**config.mk**
```make
export PLATFORM = sky130hd
export DESIGN_NAME = udp_payload_signature_filter_unit_flat
export DESIGN_NICKNAME = d
export VERILOG_FILES = /design/src/upf_pkg.sv /design/src/upf_in_if.sv /design/src/upf_out_if.sv /design/src/upf_cfg_regs.sv /design/src/upf_inspect.sv /design/src/udp_payload_signature_filter_unit.sv /design/src/flat_wrapper.sv
export VERILOG_INCLUDE_DIRS = /design/src /design/src/src
export SDC_FILE = /design/constraint.sdc
export NUM_CORES = 1
export LEC_CHECK = 0
export BUFFER_PORTS_ARGS = -buffer_cell sky130_fd_sc_hd__buf_2
export CORE_ASPECT_RATIO = 0.7
export CORE_MARGIN = 4
export CORE_UTILIZATION = 49
export DETAILED_ROUTE_END_ITERATION = 12
export PLACE_DENSITY = 0.71
export SKIP_LAST_GASP = 1
export SLEW_MARGIN = 0
export SYNTH_ARGS = -nofsm -noshare
export SYNTH_HDL_FRONTEND = slang
export SYNTH_SLANG_ARGS = --single-unit
export TNS_END_PERCENT = 50
```
**constraint.sdc**
```tcl
create_clock -name clk -period 6.42 [get_ports clk]
set_input_delay 0.642 -clock clk [delete_from_list [all_inputs] [get_ports clk]]
set_output_delay 0.642 -clock clk [all_outputs]
set_load 0.03 [all_outputs]
```
**src/udp_payload_signature_filter_unit_assert.svh**
```systemverilog
// ----------------------------------------------------------------------------
// udp_payload_signature_filter_unit_assert.svh
// Assertion macros shared by the UDP payload signature filter RTL.
// ----------------------------------------------------------------------------
`ifndef UDP_PAYLOAD_SIGNATURE_FILTER_UNIT_ASSERT_SVH
`define UDP_PAYLOAD_SIGNATURE_FILTER_UNIT_ASSERT_SVH

// Same-cycle implication, disabled during reset
`define UPF_ASSERT_IMP(label, clk, rst, ante, cons, msg) \
  label: assert property (@(posedge clk) disable iff (rst) (ante) |-> (cons)) else $error(msg);

// Next-cycle implication, disabled during reset
`define UPF_ASSERT_NXT(label, clk, rst, ante, cons, msg) \
  label: assert property (@(posedge clk) disable iff (rst) (ante) |=> (cons)) else $error(msg);

`endif

```
**src/upf_pkg.sv**
```systemverilog
// ----------------------------------------------------------------------------
// upf_pkg
// Shared types, verdict codes, frame offsets and the payload signature table.
// ----------------------------------------------------------------------------
package upf_pkg;

  // Verdict reason codes
  localparam logic [2:0] REASON_NONE      = 3'd0;
  localparam logic [2:0] REASON_PASSED    = 3'd1;
  localparam logic [2:0] REASON_TOO_SMALL = 3'd2;
  localparam logic [2:0] REASON_TOO_LARGE = 3'd3;
  localparam logic [2:0] REASON_FRAGMENT  = 3'd4;
  localparam logic [2:0] REASON_SIGNATURE = 3'd5;

  // Register indexes
  localparam logic REG_DEST_PORT   = 1'b0;
  localparam logic REG_MAX_PAYLOAD = 1'b1;

  localparam logic [15:0] DEST_PORT_RESET   = 16'd40000;
  localparam logic [15:0] MAX_PAYLOAD_RESET = 16'd1400;

  // Fixed header offsets (20-byte IPv4 header assumed)
  localparam int OFS_ETHERTYPE_HI = 12;
  localparam int OFS_ETHERTYPE_LO = 13;
  localparam int OFS_FRAG_HI      = 20;
  localparam int OFS_FRAG_LO      = 21;
  localparam int OFS_PROTOCOL     = 23;
  localparam int OFS_PORT_HI      = 36;
  localparam int OFS_PORT_LO      = 37;
  localparam int OFS_PAYLOAD      = 42;
  localparam int MIN_PAYLOAD      = 16;

  localparam logic [7:0] ETHERTYPE_HI = 8'h08;
  localparam logic [7:0] ETHERTYPE_LO = 8'h00;
  localparam logic [7:0] PROTO_UDP    = 8'd17;
  // Flags byte with the don't-fragment bit masked off
  localparam logic [7:0] FRAG_HI_MASK = 8'hBF;

  typedef struct packed {
    logic [15:0] dest_port;
    logic [15:0] max_payload_bytes;
  } upf_cfg_t;

  typedef struct packed {
    logic       pass_frame;
    logic [2:0] verdict_reason;
  } upf_verdict_t;

  // Signature check of payload byte k; unchecked indices pass
  function automatic logic sig_byte_ok(input logic [3:0] k, input logic [7:0] b);
    logic ok;
    ok = 1'b1;
    unique case (k)
      4'd1:    ok = (b >= 8'h2A) && (b <= 8'h2D);
      4'd2:    ok = (b >= 8'hC8) && (b <= 8'hE7);
      4'd3:    ok = (b >= 8'h05) && (b <= 8'h44);
      4'd5:    ok = (b >= 8'h4E) && (b <= 8'h51);
      4'd6:    ok = (b >= 8'h60) && (b <= 8'hDF);
      4'd7:    ok = (b >= 8'h64) && (b <= 8'hE3);
      4'd8:    ok = (b == 8'h07) || (b == 8'h4F);
      4'd9:    ok = (b == 8'h25) || (b == 8'h53);
      4'd10:   ok = (b >= 8'h7C) && (b <= 8'h83);
      4'd11:   ok = (b >= 8'hAF) && (b <= 8'hB6);
      4'd12:   ok = (b >= 8'h21) && (b <= 8'h60);
      4'd13:   ok = (b == 8'h61) || (b == 8'h05) || (b == 8'h2B) || (b == 8'h0D);
      4'd14:   ok = (b >= 8'hD2) && (b <= 8'hF1);
      4'd15:   ok = (b >= 8'h11) && (b <= 8'h90);
      default: ok = 1'b1;
    endcase
    return ok;
  endfunction

endpackage

```
**src/upf_in_if.sv**
```systemverilog
// ----------------------------------------------------------------------------
// upf_in_if
// Frame byte channel: valid/ready handshake with one byte and end marker.
// ----------------------------------------------------------------------------
interface upf_in_if;
  logic       valid;
  logic       ready;
  logic [7:0] frame_byte;
  logic       last_byte;

  modport source (output valid, output frame_byte, output last_byte, input ready);
  modport sink   (input valid, input frame_byte, input last_byte, output ready);
endinterface

```
**src/upf_out_if.sv**
```systemverilog
// ----------------------------------------------------------------------------
// upf_out_if
// Verdict channel: valid/ready handshake with pass flag and reason code.
// ----------------------------------------------------------------------------
interface upf_out_if;
  logic       valid;
  logic       ready;
  logic       pass_frame;
  logic [2:0] verdict_reason;

  modport source (output valid, output pass_frame, output verdict_reason, input ready);
  modport sink   (input valid, input pass_frame, input verdict_reason, output ready);
endinterface

```
**src/upf_cfg_regs.sv**
```systemverilog
// ----------------------------------------------------------------------------
// upf_cfg_regs
// APB-style register file holding the inspected port and payload limit.
// ----------------------------------------------------------------------------
module upf_cfg_regs (
  input  logic              clk,
  input  logic              rst,
  input  logic              psel,
  input  logic              penable,
  input  logic              pwrite,
  input  logic [2:0]        paddr,
  input  logic [31:0]       pwdata,
  output logic [31:0]       prdata,
  output logic              pready,
  output upf_pkg::upf_cfg_t cfg
);

  logic reg_index;
  logic wr_en;

  assign pready    = 1'b1;
  assign reg_index = paddr[2];
  assign wr_en     = psel && penable && pwrite && pready;

  // Write registers on the access cycle
  always_ff @(posedge clk) begin
    if (rst) begin
      cfg.dest_port         <= upf_pkg::DEST_PORT_RESET;
      cfg.max_payload_bytes <= upf_pkg::MAX_PAYLOAD_RESET;
    end else if (wr_en) begin
      unique case (reg_index)
        upf_pkg::REG_DEST_PORT:   cfg.dest_port         <= pwdata[15:0];
        upf_pkg::REG_MAX_PAYLOAD: cfg.max_payload_bytes <= pwdata[15:0];
        default: ;
      endcase
    end
  end

  // Read back
  always_comb begin
    unique case (reg_index)
      upf_pkg::REG_DEST_PORT:   prdata = {16'd0, cfg.dest_port};
      upf_pkg::REG_MAX_PAYLOAD: prdata = {16'd0, cfg.max_payload_bytes};
      default:                  prdata = 32'd0;
    endcase
  end

endmodule

```
**src/upf_inspect.sv**
```systemverilog
// ----------------------------------------------------------------------------
// upf_inspect
// Per-frame header/payload checks and the verdict for the current byte.
// ----------------------------------------------------------------------------
module upf_inspect #(
  parameter int COUNT_BITS = 16
) (
  input  logic                  clk,
  input  logic                  rst,
  input  logic                  step,
  input  logic [7:0]            frame_byte,
  input  logic                  last_byte,
  input  upf_pkg::upf_cfg_t     cfg,
  output upf_pkg::upf_verdict_t verdict
);

  localparam logic [COUNT_BITS-1:0] COUNT_MAX   = {COUNT_BITS{1'b1}};
  localparam logic [COUNT_BITS-1:0] POS_ETH_HI  = COUNT_BITS'(upf_pkg::OFS_ETHERTYPE_HI);
  localparam logic [COUNT_BITS-1:0] POS_ETH_LO  = COUNT_BITS'(upf_pkg::OFS_ETHERTYPE_LO);
  localparam logic [COUNT_BITS-1:0] POS_FRAG_HI = COUNT_BITS'(upf_pkg::OFS_FRAG_HI);
  localparam logic [COUNT_BITS-1:0] POS_FRAG_LO = COUNT_BITS'(upf_pkg::OFS_FRAG_LO);
  localparam logic [COUNT_BITS-1:0] POS_PROTO   = COUNT_BITS'(upf_pkg::OFS_PROTOCOL);
  localparam logic [COUNT_BITS-1:0] POS_PORT_HI = COUNT_BITS'(upf_pkg::OFS_PORT_HI);
  localparam logic [COUNT_BITS-1:0] POS_PORT_LO = COUNT_BITS'(upf_pkg::OFS_PORT_LO);
  localparam logic [COUNT_BITS-1:0] POS_PAYLOAD = COUNT_BITS'(upf_pkg::OFS_PAYLOAD);
  localparam logic [COUNT_BITS-1:0] POS_PAY_END =
    COUNT_BITS'(upf_pkg::OFS_PAYLOAD + upf_pkg::MIN_PAYLOAD);

  // Frame state
  logic [COUNT_BITS-1:0] byte_count;
  logic                  ethertype_ok;
  logic                  udp_protocol_ok;
  logic                  port_match;
  logic                  fragment_seen;
  logic                  signature_ok;

  logic [COUNT_BITS-1:0] len;
  logic [COUNT_BITS-1:0] payload_len;
  logic [3:0]            sig_index;
  logic                  eth_fail, frag_hit, udp_fail, port_fail, sig_fail;
  logic                  ethertype_ok_next, udp_protocol_ok_next, port_match_next;
  logic                  fragment_seen_next, signature_ok_next;
  logic                  inspected;

  // Field checks at fixed offsets
  always_comb begin
    eth_fail  = ((byte_count == POS_ETH_HI) && (frame_byte != upf_pkg::ETHERTYPE_HI)) ||
                ((byte_count == POS_ETH_LO) && (frame_byte != upf_pkg::ETHERTYPE_LO));
    frag_hit  = ((byte_count == POS_FRAG_HI) &&
                 ((frame_byte & upf_pkg::FRAG_HI_MASK) != 8'd0)) ||
                ((byte_count == POS_FRAG_LO) && (frame_byte != 8'd0));
    udp_fail  = (byte_count == POS_PROTO) && (frame_byte != upf_pkg::PROTO_UDP);
    port_fail = ((byte_count == POS_PORT_HI) && (frame_byte != cfg.dest_port[15:8])) ||
                ((byte_count == POS_PORT_LO) && (frame_byte != cfg.dest_port[7:0]));
    sig_index = 4'(byte_count - POS_PAYLOAD);
    sig_fail  = (byte_count > POS_PAYLOAD) && (byte_count < POS_PAY_END) &&
                !upf_pkg::sig_byte_ok(sig_index, frame_byte);

    ethertype_ok_next    = ethertype_ok && !eth_fail;
    udp_protocol_ok_next = udp_protocol_ok && !udp_fail;
    port_match_next      = port_match && !port_fail;
    fragment_seen_next   = fragment_seen || frag_hit;
    signature_ok_next    = signature_ok && !sig_fail;
  end

  // Saturating length including this byte
  assign len         = (byte_count != COUNT_MAX) ? byte_count + 1'b1 : COUNT_MAX;
  assign payload_len = len - POS_PAYLOAD;
  assign inspected   = (len >= POS_PAYLOAD) && ethertype_ok_next &&
                       udp_protocol_ok_next && port_match_next;

  // Verdict, tested in priority order
  always_comb begin
    verdict.pass_frame     = 1'b1;
    verdict.verdict_reason = upf_pkg::REASON_NONE;
    if (inspected) begin
      priority if (len < POS_PAY_END) begin
        verdict.pass_frame     = 1'b0;
        verdict.verdict_reason = upf_pkg::REASON_TOO_SMALL;
      end else if (17'(payload_len) > 17'(cfg.max_payload_bytes)) begin
        verdict.pass_frame     = 1'b0;
        verdict.verdict_reason = upf_pkg::REASON_TOO_LARGE;
      end else if (fragment_seen_next) begin
        verdict.pass_frame     = 1'b0;
        verdict.verdict_reason = upf_pkg::REASON_FRAGMENT;
      end else if (!signature_ok_next) begin
        verdict.pass_frame     = 1'b0;
        verdict.verdict_reason = upf_pkg::REASON_SIGNATURE;
      end else begin
        verdict.pass_frame     = 1'b1;
        verdict.verdict_reason = upf_pkg::REASON_PASSED;
      end
    end
  end

  // Advance frame state; clear after the last byte
  always_ff @(posedge clk) begin
    if (rst || (step && last_byte)) begin
      byte_count      <= '0;
      ethertype_ok    <= 1'b1;
      udp_protocol_ok <= 1'b1;
      port_match      <= 1'b1;
      fragment_seen   <= 1'b0;
      signature_ok    <= 1'b1;
    end else if (step) begin
      byte_count      <= len;
      ethertype_ok    <= ethertype_ok_next;
      udp_protocol_ok <= udp_protocol_ok_next;
      port_match      <= port_match_next;
      fragment_seen   <= fragment_seen_next;
      signature_ok    <= signature_ok_next;
    end
  end

endmodule

```
**src/udp_payload_signature_filter_unit.sv**
```systemverilog
// ----------------------------------------------------------------------------
// udp_payload_signature_filter_unit
// Streaming Ethernet frame filter with a pass/drop verdict per frame.
// ----------------------------------------------------------------------------
// Frame bytes enter one per clock on frame_in; a new byte is taken every cycle
// as long as verdicts are drained. Each byte is captured in an input register
// and checked against fixed header offsets while it is held. The verdict
// of a frame is formed from its held last byte and lands in the result
// register when that byte advances; a waiting verdict holds the last byte
// in the input register. Only the last byte of a frame produces a verdict
// transaction; while a verdict waits on verdict_out, bytes that are not a
// frame end still flow. IPv4 UDP frames to dest_port are checked for
// payload length (16 to max_payload_bytes), fragmentation and a fixed
// payload signature; all other frames pass with reason 0. The byte counter
// saturates at 2^COUNT_BITS - 1. The user must write registers through the
// APB port only while no frame is in flight; the block does not enforce it.
// ----------------------------------------------------------------------------
`include "udp_payload_signature_filter_unit_assert.svh"

module udp_payload_signature_filter_unit #(
  parameter int COUNT_BITS = 16
) (
  input  logic        clk,
  input  logic        rst,
  upf_in_if.sink      frame_in,
  upf_out_if.source   verdict_out,
  input  logic        psel,
  input  logic        penable,
  input  logic        pwrite,
  input  logic [2:0]  paddr,
  input  logic [31:0] pwdata,
  output logic [31:0] prdata,
  output logic        pready
);

  upf_pkg::upf_cfg_t     cfg;
  upf_pkg::upf_verdict_t verdict;

  // Input register
  logic       hold_valid;
  logic [7:0] hold_byte;
  logic       hold_last;
  // Result register
  logic       res_valid;
  logic       res_pass;
  logic [2:0] res_reason;

  logic adv;

  upf_cfg_regs u_cfg (
    .clk     (clk),
    .rst     (rst),
    .psel    (psel),
    .penable (penable),
    .pwrite  (pwrite),
    .paddr   (paddr),
    .pwdata  (pwdata),
    .prdata  (prdata),
    .pready  (pready),
    .cfg     (cfg)
  );

  upf_inspect #(
    .COUNT_BITS (COUNT_BITS)
  ) u_inspect (
    .clk        (clk),
    .rst        (rst),
    .step       (adv),
    .frame_byte (hold_byte),
    .last_byte  (hold_last),
    .cfg        (cfg),
    .verdict    (verdict)
  );

  // Advance a held byte unless it is a frame end blocked by a waiting verdict
  assign adv            = hold_valid && (!hold_last || !res_valid || verdict_out.ready);
  assign frame_in.ready = !hold_valid || adv;

  // Input register control
  always_ff @(posedge clk) begin
    if (rst) begin
      hold_valid <= 1'b0;
    end else if (frame_in.ready) begin
      hold_valid <= frame_in.valid;
    end
  end

  // Input register payload
  always_ff @(posedge clk) begin
    if (frame_in.ready && frame_in.valid) begin
      hold_byte <= frame_in.frame_byte;
      hold_last <= frame_in.last_byte;
    end
  end

  // Result register control
  always_ff @(posedge clk) begin
    if (rst) begin
      res_valid <= 1'b0;
    end else if (adv && hold_last) begin
      res_valid <= 1'b1;
    end else if (verdict_out.ready) begin
      res_valid <= 1'b0;
    end
  end

  // Result register payload
  always_ff @(posedge clk) begin
    if (adv && hold_last) begin
      res_pass   <= verdict.pass_frame;
      res_reason <= verdict.verdict_reason;
    end
  end

  assign verdict_out.valid          = res_valid;
  assign verdict_out.pass_frame     = res_pass;
  assign verdict_out.verdict_reason = res_reason;

  // A frame end that advances always produces a verdict
  `UPF_ASSERT_NXT(a_end_gives_verdict, clk, rst, adv && hold_last, res_valid,
                  "frame end advanced without a verdict")

  // A taken verdict is not repeated unless a new frame end advanced
  `UPF_ASSERT_NXT(a_no_repeat, clk, rst,
                  res_valid && verdict_out.ready && !(adv && hold_last), !res_valid,
                  "verdict repeated")

  // Pass flag agrees with the reason code
  `UPF_ASSERT_IMP(a_pass_matches_reason, clk, rst, res_valid,
                  res_pass == ((res_reason == upf_pkg::REASON_NONE) ||
                               (res_reason == upf_pkg::REASON_PASSED)),
                  "pass flag disagrees with reason")

  // Reason code stays within the defined set
  `UPF_ASSERT_IMP(a_reason_range, clk, rst, res_valid,
                  res_reason <= upf_pkg::REASON_SIGNATURE,
                  "undefined verdict reason")

endmodule

```
**src/flat_wrapper.sv**
```systemverilog
// flat-port wrapper written by rule: the top's interface ports become plain ports
module udp_payload_signature_filter_unit_flat 
#(
  parameter int COUNT_BITS = 16
)
  (clk, rst, psel, penable, pwrite, paddr, pwdata, prdata, pready, frame_in_valid, frame_in_frame_byte, frame_in_last_byte, frame_in_ready, verdict_out_valid, verdict_out_pass_frame, verdict_out_verdict_reason, verdict_out_ready);
  upf_in_if frame_in_i ();
  upf_out_if verdict_out_i ();
  input  logic clk;
  input  logic rst;
  input  logic psel;
  input  logic penable;
  input  logic pwrite;
  input  logic [2:0] paddr;
  input  logic [31:0] pwdata;
  output logic [31:0] prdata;
  output logic pready;
  input wire logic [$bits(frame_in_i.valid)-1:0] frame_in_valid;
  input wire logic [$bits(frame_in_i.frame_byte)-1:0] frame_in_frame_byte;
  input wire logic [$bits(frame_in_i.last_byte)-1:0] frame_in_last_byte;
  output wire logic [$bits(frame_in_i.ready)-1:0] frame_in_ready;
  output wire logic [$bits(verdict_out_i.valid)-1:0] verdict_out_valid;
  output wire logic [$bits(verdict_out_i.pass_frame)-1:0] verdict_out_pass_frame;
  output wire logic [$bits(verdict_out_i.verdict_reason)-1:0] verdict_out_verdict_reason;
  input wire logic [$bits(verdict_out_i.ready)-1:0] verdict_out_ready;
  assign frame_in_i.valid = frame_in_valid;
  assign frame_in_i.frame_byte = frame_in_frame_byte;
  assign frame_in_i.last_byte = frame_in_last_byte;
  assign frame_in_ready = frame_in_i.ready;
  assign verdict_out_valid = verdict_out_i.valid;
  assign verdict_out_pass_frame = verdict_out_i.pass_frame;
  assign verdict_out_verdict_reason = verdict_out_i.verdict_reason;
  assign verdict_out_i.ready = verdict_out_ready;
  udp_payload_signature_filter_unit #(.COUNT_BITS(COUNT_BITS)) u_core (.clk(clk), .rst(rst), .frame_in(frame_in_i), .verdict_out(verdict_out_i), .psel(psel), .penable(penable), .pwrite(pwrite), .paddr(paddr), .pwdata(pwdata), .prdata(prdata), .pready(pready));
endmodule
```
==> impl.org, run 1 <==
** Outcome
- The flow ran to the end, and the final reports show no timing, DRC or antenna violations.

** Logic synthesis
- Dominant combinational cell family by area after synthesis :: simple AND/OR/NAND/NOR gates
- Of the total synthesized cell area, the portion taken by AND, OR, NAND and NOR gates is between 20% and 30%.
- The synthesized netlist occupies a cell area of 0.00526 sq mm.
- Counting distinct cell types in the post-synthesis netlist gives a little under 80.
- Compound-cell area share of the yosys netlist :: around 18%
- The synthesized netlist devotes ~7% of its cell area to XOR and XNOR gates.
- Warning count from the yosys run :: 0
- Asr flop ratio synth :: 0%
- Of the post-synthesis cell area, the part taken by muxes is between 4 and 5%.
- The synthesized design contains 13 enable-type register cells.
- Sequential elements use 28.4% of the synthesized area.
- Synthesized instance count :: 676
- Among all flip-flop cells after synthesis, the most frequent one is sky130_fd_sc_hd__dfxtp_1.
- Counting flops and latches in the post-synthesis netlist gives 68.
- Area share of the leading cell type in the synthesized netlist :: 20.9%
- Synth area leader :: sky130_fd_sc_hd__dfxtp_1
- By area the synthesized netlist is led by sky130_fd_sc_hd__dfxtp_1, sky130_fd_sc_hd__edfxtp_1, sky130_fd_sc_hd__nand2_1, sky130_fd_sc_hd__ha_1, sky130_fd_sc_hd__xnor2_1.
- Mean area per synthesized cell :: around 7.8 sq um
- After Yosys synthesis, full adders, half adders and majority gates account for around 5.7% of the synthesized area.

** Global routing
- Total routing usage reported by global routing :: around a quarter
- Global-route wire length before repair :: roughly 24 mm
- Remaining global-route overflow :: 0
- Maximum number of pins on one net before global-route repair :: 37
- The number of antenna violations at the first check in global routing was 0.
- The number of global-route vias before repair is between 4000 and 5000.

** STA
- Slew Limit Headroom :: between 20% and 30%
- Setup repair after global routing left no endpoint under its margin.
- Highest clock rate :: 0.173 GHz
- Number of endpoints with negative hold slack in the final report :: 0
- Total negative slack for setup checks :: 0 ns
- Worst hold slack :: around 0.46 ns
- Count of final max-slew check failures :: 0
- Between clock sinks in the finished design, the worst skew comes to 0.0112 ns.
- After layout, the minimum clock period comes to 5.78 ns.
- Setup slack closes at around 0.64 ns.
- Setup violations remaining at the end of the flow were counted as 0.
- Transition time at the pin with the least slew margin :: ~1.1 ns
- After layout, the worst path uses roughly nine tenths of the clock period.

** Finish
- In the layout the commonest cells are sky130_fd_sc_hd__nand2_1, sky130_fd_sc_hd__dfxtp_1, sky130_fd_sc_hd__nor2_1, sky130_fd_sc_hd__buf_2, sky130_fd_sc_hd__a21oi_1.
- Final design area excluding fillers :: about 0.0057 sq mm
- Commonest non-fill, non-tap cell in the layout :: sky130_fd_sc_hd__nand2_1
- The repair_antennas step left the layout with diodes totalling 0.
- Share of cells above drive strength 1 :: between 10% and 20%
- In the final layout, the multi-input gates occupy 0.00335 sq mm.
- Net count reported at finish :: roughly 760
- The finished layout holds slightly above 800 standard cells, fillers aside.
- From synthesis to final layout, the design area changed by 9.13%.
- At the end of the flow the core is filled with cells to around 55%.
- The layout has just under 1000 filler cells.
- Sequential cell area in the final layout :: around 0.0015 sq mm

** Placed design
- At the placement stage, the worst setup path has a slack of between 0.8 and 0.9 ns.
- Post-Place Cells :: 810
- The placed instances occupy a cell area of 0.00541 sq mm.
- HPWL after detailed placement :: around 11 mm
- Routability congestion estimate :: 0.988
- Input and output buffers added on the ports amount to 54.

** Clocking
- Post-CTS clock slew at the launch and capture registers of the worst setup and hold paths :: around 0.060 ns
- Clock tree sinks :: 68
- Clock insertion delay at the later pin of the skew report :: around 0.35 ns
- Number of buffers added to fix hold violations after cts :: 0
- Counting along the longest clock path gives a buffer depth of 2.
- Post-cts sizing count :: 0
- Clock root buffer :: sky130_fd_sc_hd__clkbuf_16
- TritonCTS built the clock tree.
- CTS Buf Count :: 9
- In this run the post-CTS setup repair buffer count came out at 0.
- In this run the number of H-tree levels came out at 3.

** Floorplan
- Die Span Y :: about 95 microns
- In this run the count of I/O pins placed on the die edge is 90.
- Die Wd :: between 100 and 150 microns
- The initial utilization of the core area, before any placement, comes to 50.6%.
- After floorplanning, the core was divided into 31 placement rows.
- Placeable core region :: 0.0104 sq mm
- The floorplan step defined a die boundary enclosing ~0.012 sq mm.

** Flow run
- Max-capacitance violation count :: 0

** Worst hold path
- The min-delay analysis places its worst path in the category register to register.

** Routing
- Routed length per instance :: 17.8 microns
- The detailed router placed 5080 vias in this run.
- Iteration count of the initial detailed-routing pass :: 8
- Residual DRC count :: 0
- Once detail routing completed, the nets flagged for antenna violations numbered 0.
- The routed design has 14.7 mm of wire.
- Iteration-0 DRC Markers :: roughly 610
- After detailed routing, the number of vias per cell comes to between 6 and 7.

** Power and ir drop
- Power per Cell Area :: between 200 and 250 mW/mm^2
- The analysis attributes to cell leakage a power of around 2.2 nW.
- Max IR drop VDD :: around 0.00013 V
- Total Power Consumption :: ~1.2 mW

** Critical path
- CP Launch Type :: register
- For this run, the slowest stage of the critical path takes 0.53 ns.
- At the worst endpoint, the required time is between 6 and 7 ns.
- Crit-path cells :: ha_1 -> and3_1 -> nand2_1 -> nor2_1 -> nor2_1 -> ha_1 -> o21bai_1 -> a31o_2 -> a21oi_1 -> nor2_1 -> xor2_1 -> nand2_1 -> ha_1 -> a21oi_1 -> nor3b_1 -> o211ai_1 -> a221o_1 -> o21ai_0 -> o41ai_2 -> nor2b_1
- Data arrives at the worst endpoint at about 5.9 ns.
- The worst setup path is captured at a register.
- The slowest stage of the critical path is the sky130_fd_sc_hd__dfxtp_1 cell.
- Along the worst path, the maximum fanout reaches 12.
- Kind of critical path :: register to register
## final timing paths
| path | start | endpoint | slack [ns] | cells after the start |
|---|---|---|---|---|
| min reg2reg | u_core.u_inspect.ethertype_ok | u_core.u_inspect.ethertype_ok | 0.46 | 2 |
| min | u_core.u_inspect.ethertype_ok | u_core.u_inspect.ethertype_ok | 0.46 | 2 |
| max | u_core.u_inspect.byte_count[0] | u_core.verdict_out.verdict_reason[1] | 0.64 | 20 |
| max reg2reg | u_core.u_inspect.byte_count[0] | u_core.verdict_out.verdict_reason[1] | 0.64 | 20 |
## final cells by class
cell class              count  share of cell area (%)
multi-input cells         524                    58.4
flip-flops and latches     68                    26.0
repair buffers             57                    5.10
clock buffers               9                    3.92
well taps                 132                    2.88
inverters                  29                    1.90
clock inverters             7                    1.81
## report_power, final
| group | total [mW] | switching [mW] | internal, mW |
|---|---|---|---|
| Combinational | 0.171 | 0.106 | 0.0650 |
| Clock | 0.562 | 0.214 | 0.347 |
| Sequential | 0.476 | 0.0284 | 0.448 |
| Total | 1.21 | 0.349 | 0.860 |
## synthesized netlist by cell type (8+ instances only)
master                      n
sky130_fd_sc_hd__a211oi_1  11
sky130_fd_sc_hd__a21oi_1   48
sky130_fd_sc_hd__buf_2     12
sky130_fd_sc_hd__buf_4     18
sky130_fd_sc_hd__clkbuf_1  30
sky130_fd_sc_hd__dfxtp_1   55
sky130_fd_sc_hd__edfxtp_1  13
sky130_fd_sc_hd__ha_1      24
sky130_fd_sc_hd__inv_1     28
sky130_fd_sc_hd__mux2_2    17
sky130_fd_sc_hd__nand2_1   94
sky130_fd_sc_hd__nand3_1   17
sky130_fd_sc_hd__nand3b_1   8
sky130_fd_sc_hd__nand4_1   16
sky130_fd_sc_hd__nor2_1    54
sky130_fd_sc_hd__nor2b_1    8
sky130_fd_sc_hd__nor3_1    21
sky130_fd_sc_hd__nor4_1    11
sky130_fd_sc_hd__o21ai_0   13
sky130_fd_sc_hd__xnor2_1   28
sky130_fd_sc_hd__xor2_1    13
## cells by family (layout without fill, tap and decap cells)
logic type | count (synthesis) | in the layout
AO/OA/AOI/OAI | 140 | 140
XOR/XNOR | 41 | 41
adder cells (fa/ha/maj) | 24 | 24
buffers and inverters | 99 | 102
flip-flops | 68 | 68
multiplexers | 21 | 21
other | 2 | 17
AND/OR/NAND/NOR | 281 | 281
## layer usage
metal	up-vias	GRT usage, %	wire length, microns
met5	-	0	0
met4	0	6.21	201
met3	21	5.59	1210
met2	256	34.3	6120
met1	2397	35.7	7140
li1	2406	-	-
## flip-flops by register name, indices dropped and copies added (netlist names)
signal,flops
u_core.u_cfg.cfg,32
u_core.u_inspect.byte_count,16
u_core.hold_byte,8
u_core.verdict_out.verdict_reason,3
u_core.hold_last,1
u_core.hold_valid,1
u_core.u_inspect.ethertype_ok,1
u_core.u_inspect.fragment_seen,1
u_core.u_inspect.port_match,1
u_core.u_inspect.signature_ok,1
u_core.u_inspect.udp_protocol_ok,1
u_core.verdict_out.pass_frame,1
u_core.verdict_out.valid,1
## worst max-delay path, delay by kind of cell (launching register included)
family                   cells  cell delay (ns)
adder cells (fa/ha/maj)      3             0.99
AO/OA/AOI/OAI                8             2.10
XOR/XNOR                     1             0.17
flip-flops                   1             0.53
AND/OR/NAND/NOR              8             1.74
No activity file was read; power rests on OpenSTA's default activity.
==> run 2, diff against run 1 <==
--- a/config.mk
+++ b/config.mk
@@ -9,12 +9,13 @@
 export BUFFER_PORTS_ARGS = -buffer_cell sky130_fd_sc_hd__buf_2
 export CORE_ASPECT_RATIO = 0.7
 export CORE_MARGIN = 4
-export CORE_UTILIZATION = 49
+export CORE_UTILIZATION = 58
 export DETAILED_ROUTE_END_ITERATION = 12
-export PLACE_DENSITY = 0.71
+export PLACE_DENSITY = 0.82
 export SKIP_LAST_GASP = 1
 export SLEW_MARGIN = 0
 export SYNTH_ARGS = -nofsm -noshare
 export SYNTH_HDL_FRONTEND = slang
+export SYNTH_HIERARCHICAL = 1
 export SYNTH_SLANG_ARGS = --single-unit
 export TNS_END_PERCENT = 50
==> impl.org, run 2 <==
** Outcome
- The run finished with clean final reports.

** Power and ir drop
- Of the total power, combinational logic draws ~18%.
- Across the VDD grid, the largest voltage drop is about 0.00015 V.
- Power Internal :: between 0.8 and 0.9 mW
- Per report_power, the clock group accounts for around 41% of the total.
- Switching power as a share of total power :: 29.9%
- Static leakage :: between 2 and 2.5 nW
- Total Power Consumption :: roughly 1.2 mW
- Sequential cells burn approximately two fifths of the power.
- The analysis attributes to net switching a power of 0.347 mW.
- Power spread over the standard cell area amounts to roughly 200 mW/mm^2.

** Finish
- Commonest cells after routing, fill and taps aside :: sky130_fd_sc_hd__nor2_1, sky130_fd_sc_hd__dfxtp_1, sky130_fd_sc_hd__buf_2
- At the end of the flow the core is filled with cells to about two thirds.
- The net count of the finished layout is 715.
- More flip-flops sit in one register than any other, and that register is u_core/u_cfg/cfg.
- In the final layout, the registers with the most flip-flops are u_core/u_cfg/cfg: 32 flops, u_core/u_inspect/byte_count: 16 flops, u_core/hold_byte: 8 flops.
- The register with the most flip-flops in the layout has 32 of them.
- Compared with the post-synthesis result, the final layout area differs by 7.92%.
- Share of cells above drive strength 1 :: 17.1%
- 0 antenna diodes ended up in the layout.
- The library cell used most frequently in the layout, excluding fill and tap cells, is sky130_fd_sc_hd__nor2_1.

** Clocking
- TritonCTS clock tree :: done
- Number of buffers added to fix hold violations after cts :: 0
- The tree built by TritonCTS fans out to 68 sinks.
- After clock tree synthesis, the clock-pin slew on the worst setup and hold paths is roughly 0.06 ns.
- Number of buffers added for setup after CTS :: 0
- Post-cts sizing count :: 0
- The clock passes through at most 2 buffers.
- CTS built an H-tree with a depth of 3.
- CTS Buf Count :: 9
- The clock reaches the later pin of the worst-skew pair after roughly 0.34 ns.
- Clock root buffer :: sky130_fd_sc_hd__clkbuf_16

** Floorplan
- The die covers approximately 0.011 sq mm.
- The floorplan step defined a core boundary enclosing a little under 0.009 sq mm.
- Row generation in the floorplan step produced 28 rows.
- The floorplan step set the die height to slightly below 90 microns.
- Pin placement for this block handled 90 I/O pins.
- Measured along the x axis, the die boundary spans around 120 microns.
- The initial utilization of the core area, before any placement, comes to 61.2%.

** Flow run
- Max-capacitance violation count :: 0

** Critical path
- Counting buffers and inverters, the worst setup path is 17 cells deep.
- Data on the critical path is required at its endpoint by about 6.5 ns.
- By startpoint and endpoint, the worst setup path is classified as register to register.
- Data arrives at the worst endpoint at about 5.2 ns.
- On the critical path, the stage with the largest delay is an instance of sky130_fd_sc_hd__nor3_2.
- Counting both buffers and inverters, the worst setup path holds a total of 0.
- Of all nets on the critical path, the largest fanout is 9.
- The critical path goes through ha_1 -> nand4_1 -> nor3_2 -> nor2_1 -> ha_1 -> nor2_1 -> a31o_2 -> nor3_1 -> nand4_1 -> xor2_1 -> ha_1 -> nand4_1 -> nor4_1 -> a221oi_1 -> a22oi_1 -> nor2_1 -> a21o_1.
- Counting cells, the worst reg-to-reg path comes to 17.
- Largest delay share family, worst path :: simple AND/OR/NAND/NOR gates
- Max stage delay on crit path :: 0.74 ns
- CP Launch Type :: register
- The worst setup path is captured at a register.

** Routing
- In the routed layout, each cell is associated on average with a via count of 6.06.
- Number of nets still failing antenna checks after routing :: 0
- In the final routed layout, each cell accounts on average for around 17 microns.
- In the routed design, unresolved DRC markers number 0.
- The routed design has 13.3 mm of wire.
- Iteration count of the initial detailed-routing pass :: 5
- The detailed router placed around 4600 vias in this run.
- Iteration-0 DRC Markers :: 431

** Logic synthesis
- Cell Area, Synth :: around 0.0053 sq mm
- The share of the Yosys chip area taken by registers is between 20 and 30%.
- The synthesized design devotes to its leading area cell type between 20 and 25% of total area.
- Commonest register cell after synthesis :: sky130_fd_sc_hd__dfxtp_1
- For this run, asynchronously set or reset flops after synthesis account for 0%.
- Count of flip-flops with a built-in enable after synthesis :: 13
- sky130_fd_sc_hd__dfxtp_1 takes more of the synthesized area than any other cell.
- The synthesized design contains 68 register bits.
- The number of different library cells used by synthesis comes to 81.
- During synthesis, Yosys emitted a total of 6 warnings.
- Largest cells by area after synthesis :: sky130_fd_sc_hd__dfxtp_1, sky130_fd_sc_hd__mux2i_1, sky130_fd_sc_hd__edfxtp_1, sky130_fd_sc_hd__xnor2_1, sky130_fd_sc_hd__ha_1
- Mean area per synthesized cell :: 8.61 sq um
- After technology mapping, the gate count stands at 615.
- Most used standard cell by instance count after synthesis :: sky130_fd_sc_hd__nor2_1
- Ranked by instance count, the synthesized netlist is headed by sky130_fd_sc_hd__nor2_1, sky130_fd_sc_hd__dfxtp_1, sky130_fd_sc_hd__mux2i_1.

** Global routing
- Entering global routing, the biggest net connects 60 pins.
- Total routing usage reported by global routing :: between 20% and 30%
- Remaining global-route overflow :: 0
- Number of antenna violations at the first check in global routing :: 0
- Global-route wire length before repair :: ~22 mm
- Via count of the first global-routing pass :: ~4400

** Worst hold path
- Number of cells on the worst hold path :: 2
- Type of the most critical hold path :: register to register

** Placed design
- At the end of routability-driven placement, the weighted congestion stood at approximately 0.94.
- The HPWL after detailed placement is a little under 10 mm.
- Buffers placed on the I/O ports in this run total between 50 and 60.

** STA
- Setup Viol. Count Final :: 0
- Adding up every negative setup slack in the final design gives 0 ns.
- Count of final max-slew check failures :: 0
- Across the routed clock network, the largest skew measured is roughly 0.0052 ns.
- Share of the clock period used by the worst path :: 79.2%
- Setup repair after global routing left no endpoint under its margin.
- Number of endpoints with negative hold slack in the final report :: 0
- The worst path needs between 5 and 6 ns of the cycle, external delays included.
- Static timing analysis puts the maximum clock frequency at 0.197 GHz.
- Transition time at the pin with the least slew margin :: roughly 0.85 ns
- Slew Limit Headroom :: ~44%
==> run 2: changes by cell type in the layout (fill, tap and decap cells not counted), moves of 7 or more <==
| cell | delta |
|---|---|
| sky130_fd_sc_hd__xnor2_1 | +8 |
| sky130_fd_sc_hd__nor2_1 | +15 |
| sky130_fd_sc_hd__a211o_1 | -7 |
| sky130_fd_sc_hd__nand2b_1 | +32 |
| sky130_fd_sc_hd__a21oi_1 | -30 |
| sky130_fd_sc_hd__mux2i_1 | +36 |
| sky130_fd_sc_hd__nand2_1 | -63 |
==> run 2: worst reg2reg max path: stages, from the launching register on <==
cell and delay (ns):
sky130_fd_sc_hd__dfxtp_1 0.47, sky130_fd_sc_hd__ha_1 0.37, sky130_fd_sc_hd__nand4_1 0.36, sky130_fd_sc_hd__nor3_2 0.74, sky130_fd_sc_hd__nor2_1 0.21, sky130_fd_sc_hd__ha_1 0.28
sky130_fd_sc_hd__nor2_1 0.13, sky130_fd_sc_hd__a31o_2 0.19, sky130_fd_sc_hd__nor3_1 0.10, sky130_fd_sc_hd__nand4_1 0.11, sky130_fd_sc_hd__xor2_1 0.08, sky130_fd_sc_hd__ha_1 0.33
sky130_fd_sc_hd__nand4_1 0.13, sky130_fd_sc_hd__nor4_1 0.43, sky130_fd_sc_hd__a221oi_1 0.14, sky130_fd_sc_hd__a22oi_1 0.47, sky130_fd_sc_hd__nor2_1 0.13, sky130_fd_sc_hd__a21o_1 0.18
==> run 2: cells by family (layout without fill, tap and decap cells) <==
logic type                 count (synthesis)  after routing  synth area share (%)
AOI/OAI and AO/OA                         90             90                  13.1
xor gates and xnor gates                  46             46                  7.61
adders and majority gates                 24             24                  5.67
DFF                                       68             68                  28.2
muxes                                     57             57                  11.2
other                                      2             17                 0.142
and+or+nand+nor                          241            241                  25.2
buffers and inverters                     87            102                  8.91
==> run 2: power groups by stage <==
stage	Sequential, mW	Combinational (mW)	Clock (mW)
4_1_cts	0.477	0.201	0.484
3_5_place_dp	0.485	0.199	0
3_3_place_gp	0.484	0.192	0
6_report	0.478	0.204	0.478
5_1_grt	0.480	0.223	0.510
2_1_floorplan	0.467	0.180	0
==> run 2: cell type report <==
cell class	count	area (sq um)
clock buffer	11	253
clock inverter	5	33.8
fill	718	2940
inverter	31	116
multi-input combinational	475	3390
sequential	68	1490
tap	120	150
timing repair buffer	55	278
==> run 2: per-stage QoR <==
stage / setup WS (ns) / area (sq um) / hold WS, ns / instances
4_1_cts: 1.50 / 5710 / 0.448 / 765
6_report: 1.34 / 5710 / 0.452 / 765
3_5_place_dp: 1.54 / 5430 / 0.438 / 749
2_1_floorplan: 2.52 / 5350 / 0.421 / 630
5_1_grt: 1.04 / 5710 / 0.463 / 765
3_3_place_gp: 1.73 / 5430 / 0.431 / 749
==> run 2: final timing paths <==
path                            slack (ns)                            end                            from
worst max-delay path                  1.34  u_core/verdict_out.pass_frame  u_core/u_inspect/byte_count[0]
worst min-delay path                  0.45  u_core/u_inspect/ethertype_ok   u_core/u_inspect/ethertype_ok
worst max register to register        1.34  u_core/verdict_out.pass_frame  u_core/u_inspect/byte_count[0]
worst min register to register        0.45  u_core/u_inspect/ethertype_ok   u_core/u_inspect/ethertype_ok
==> run 2: metal layers <==
metal | GRT usage (%) | share of wire, % | up-vias
li1 | - | - | 2200
met1 | 35.2 | 45 | 2205
met2 | 38.9 | 45 | 207
met3 | 5.87 | 7.8 | 25
met4 | 9.25 | 1.9 | 0
met5 | 0 | 0 | -
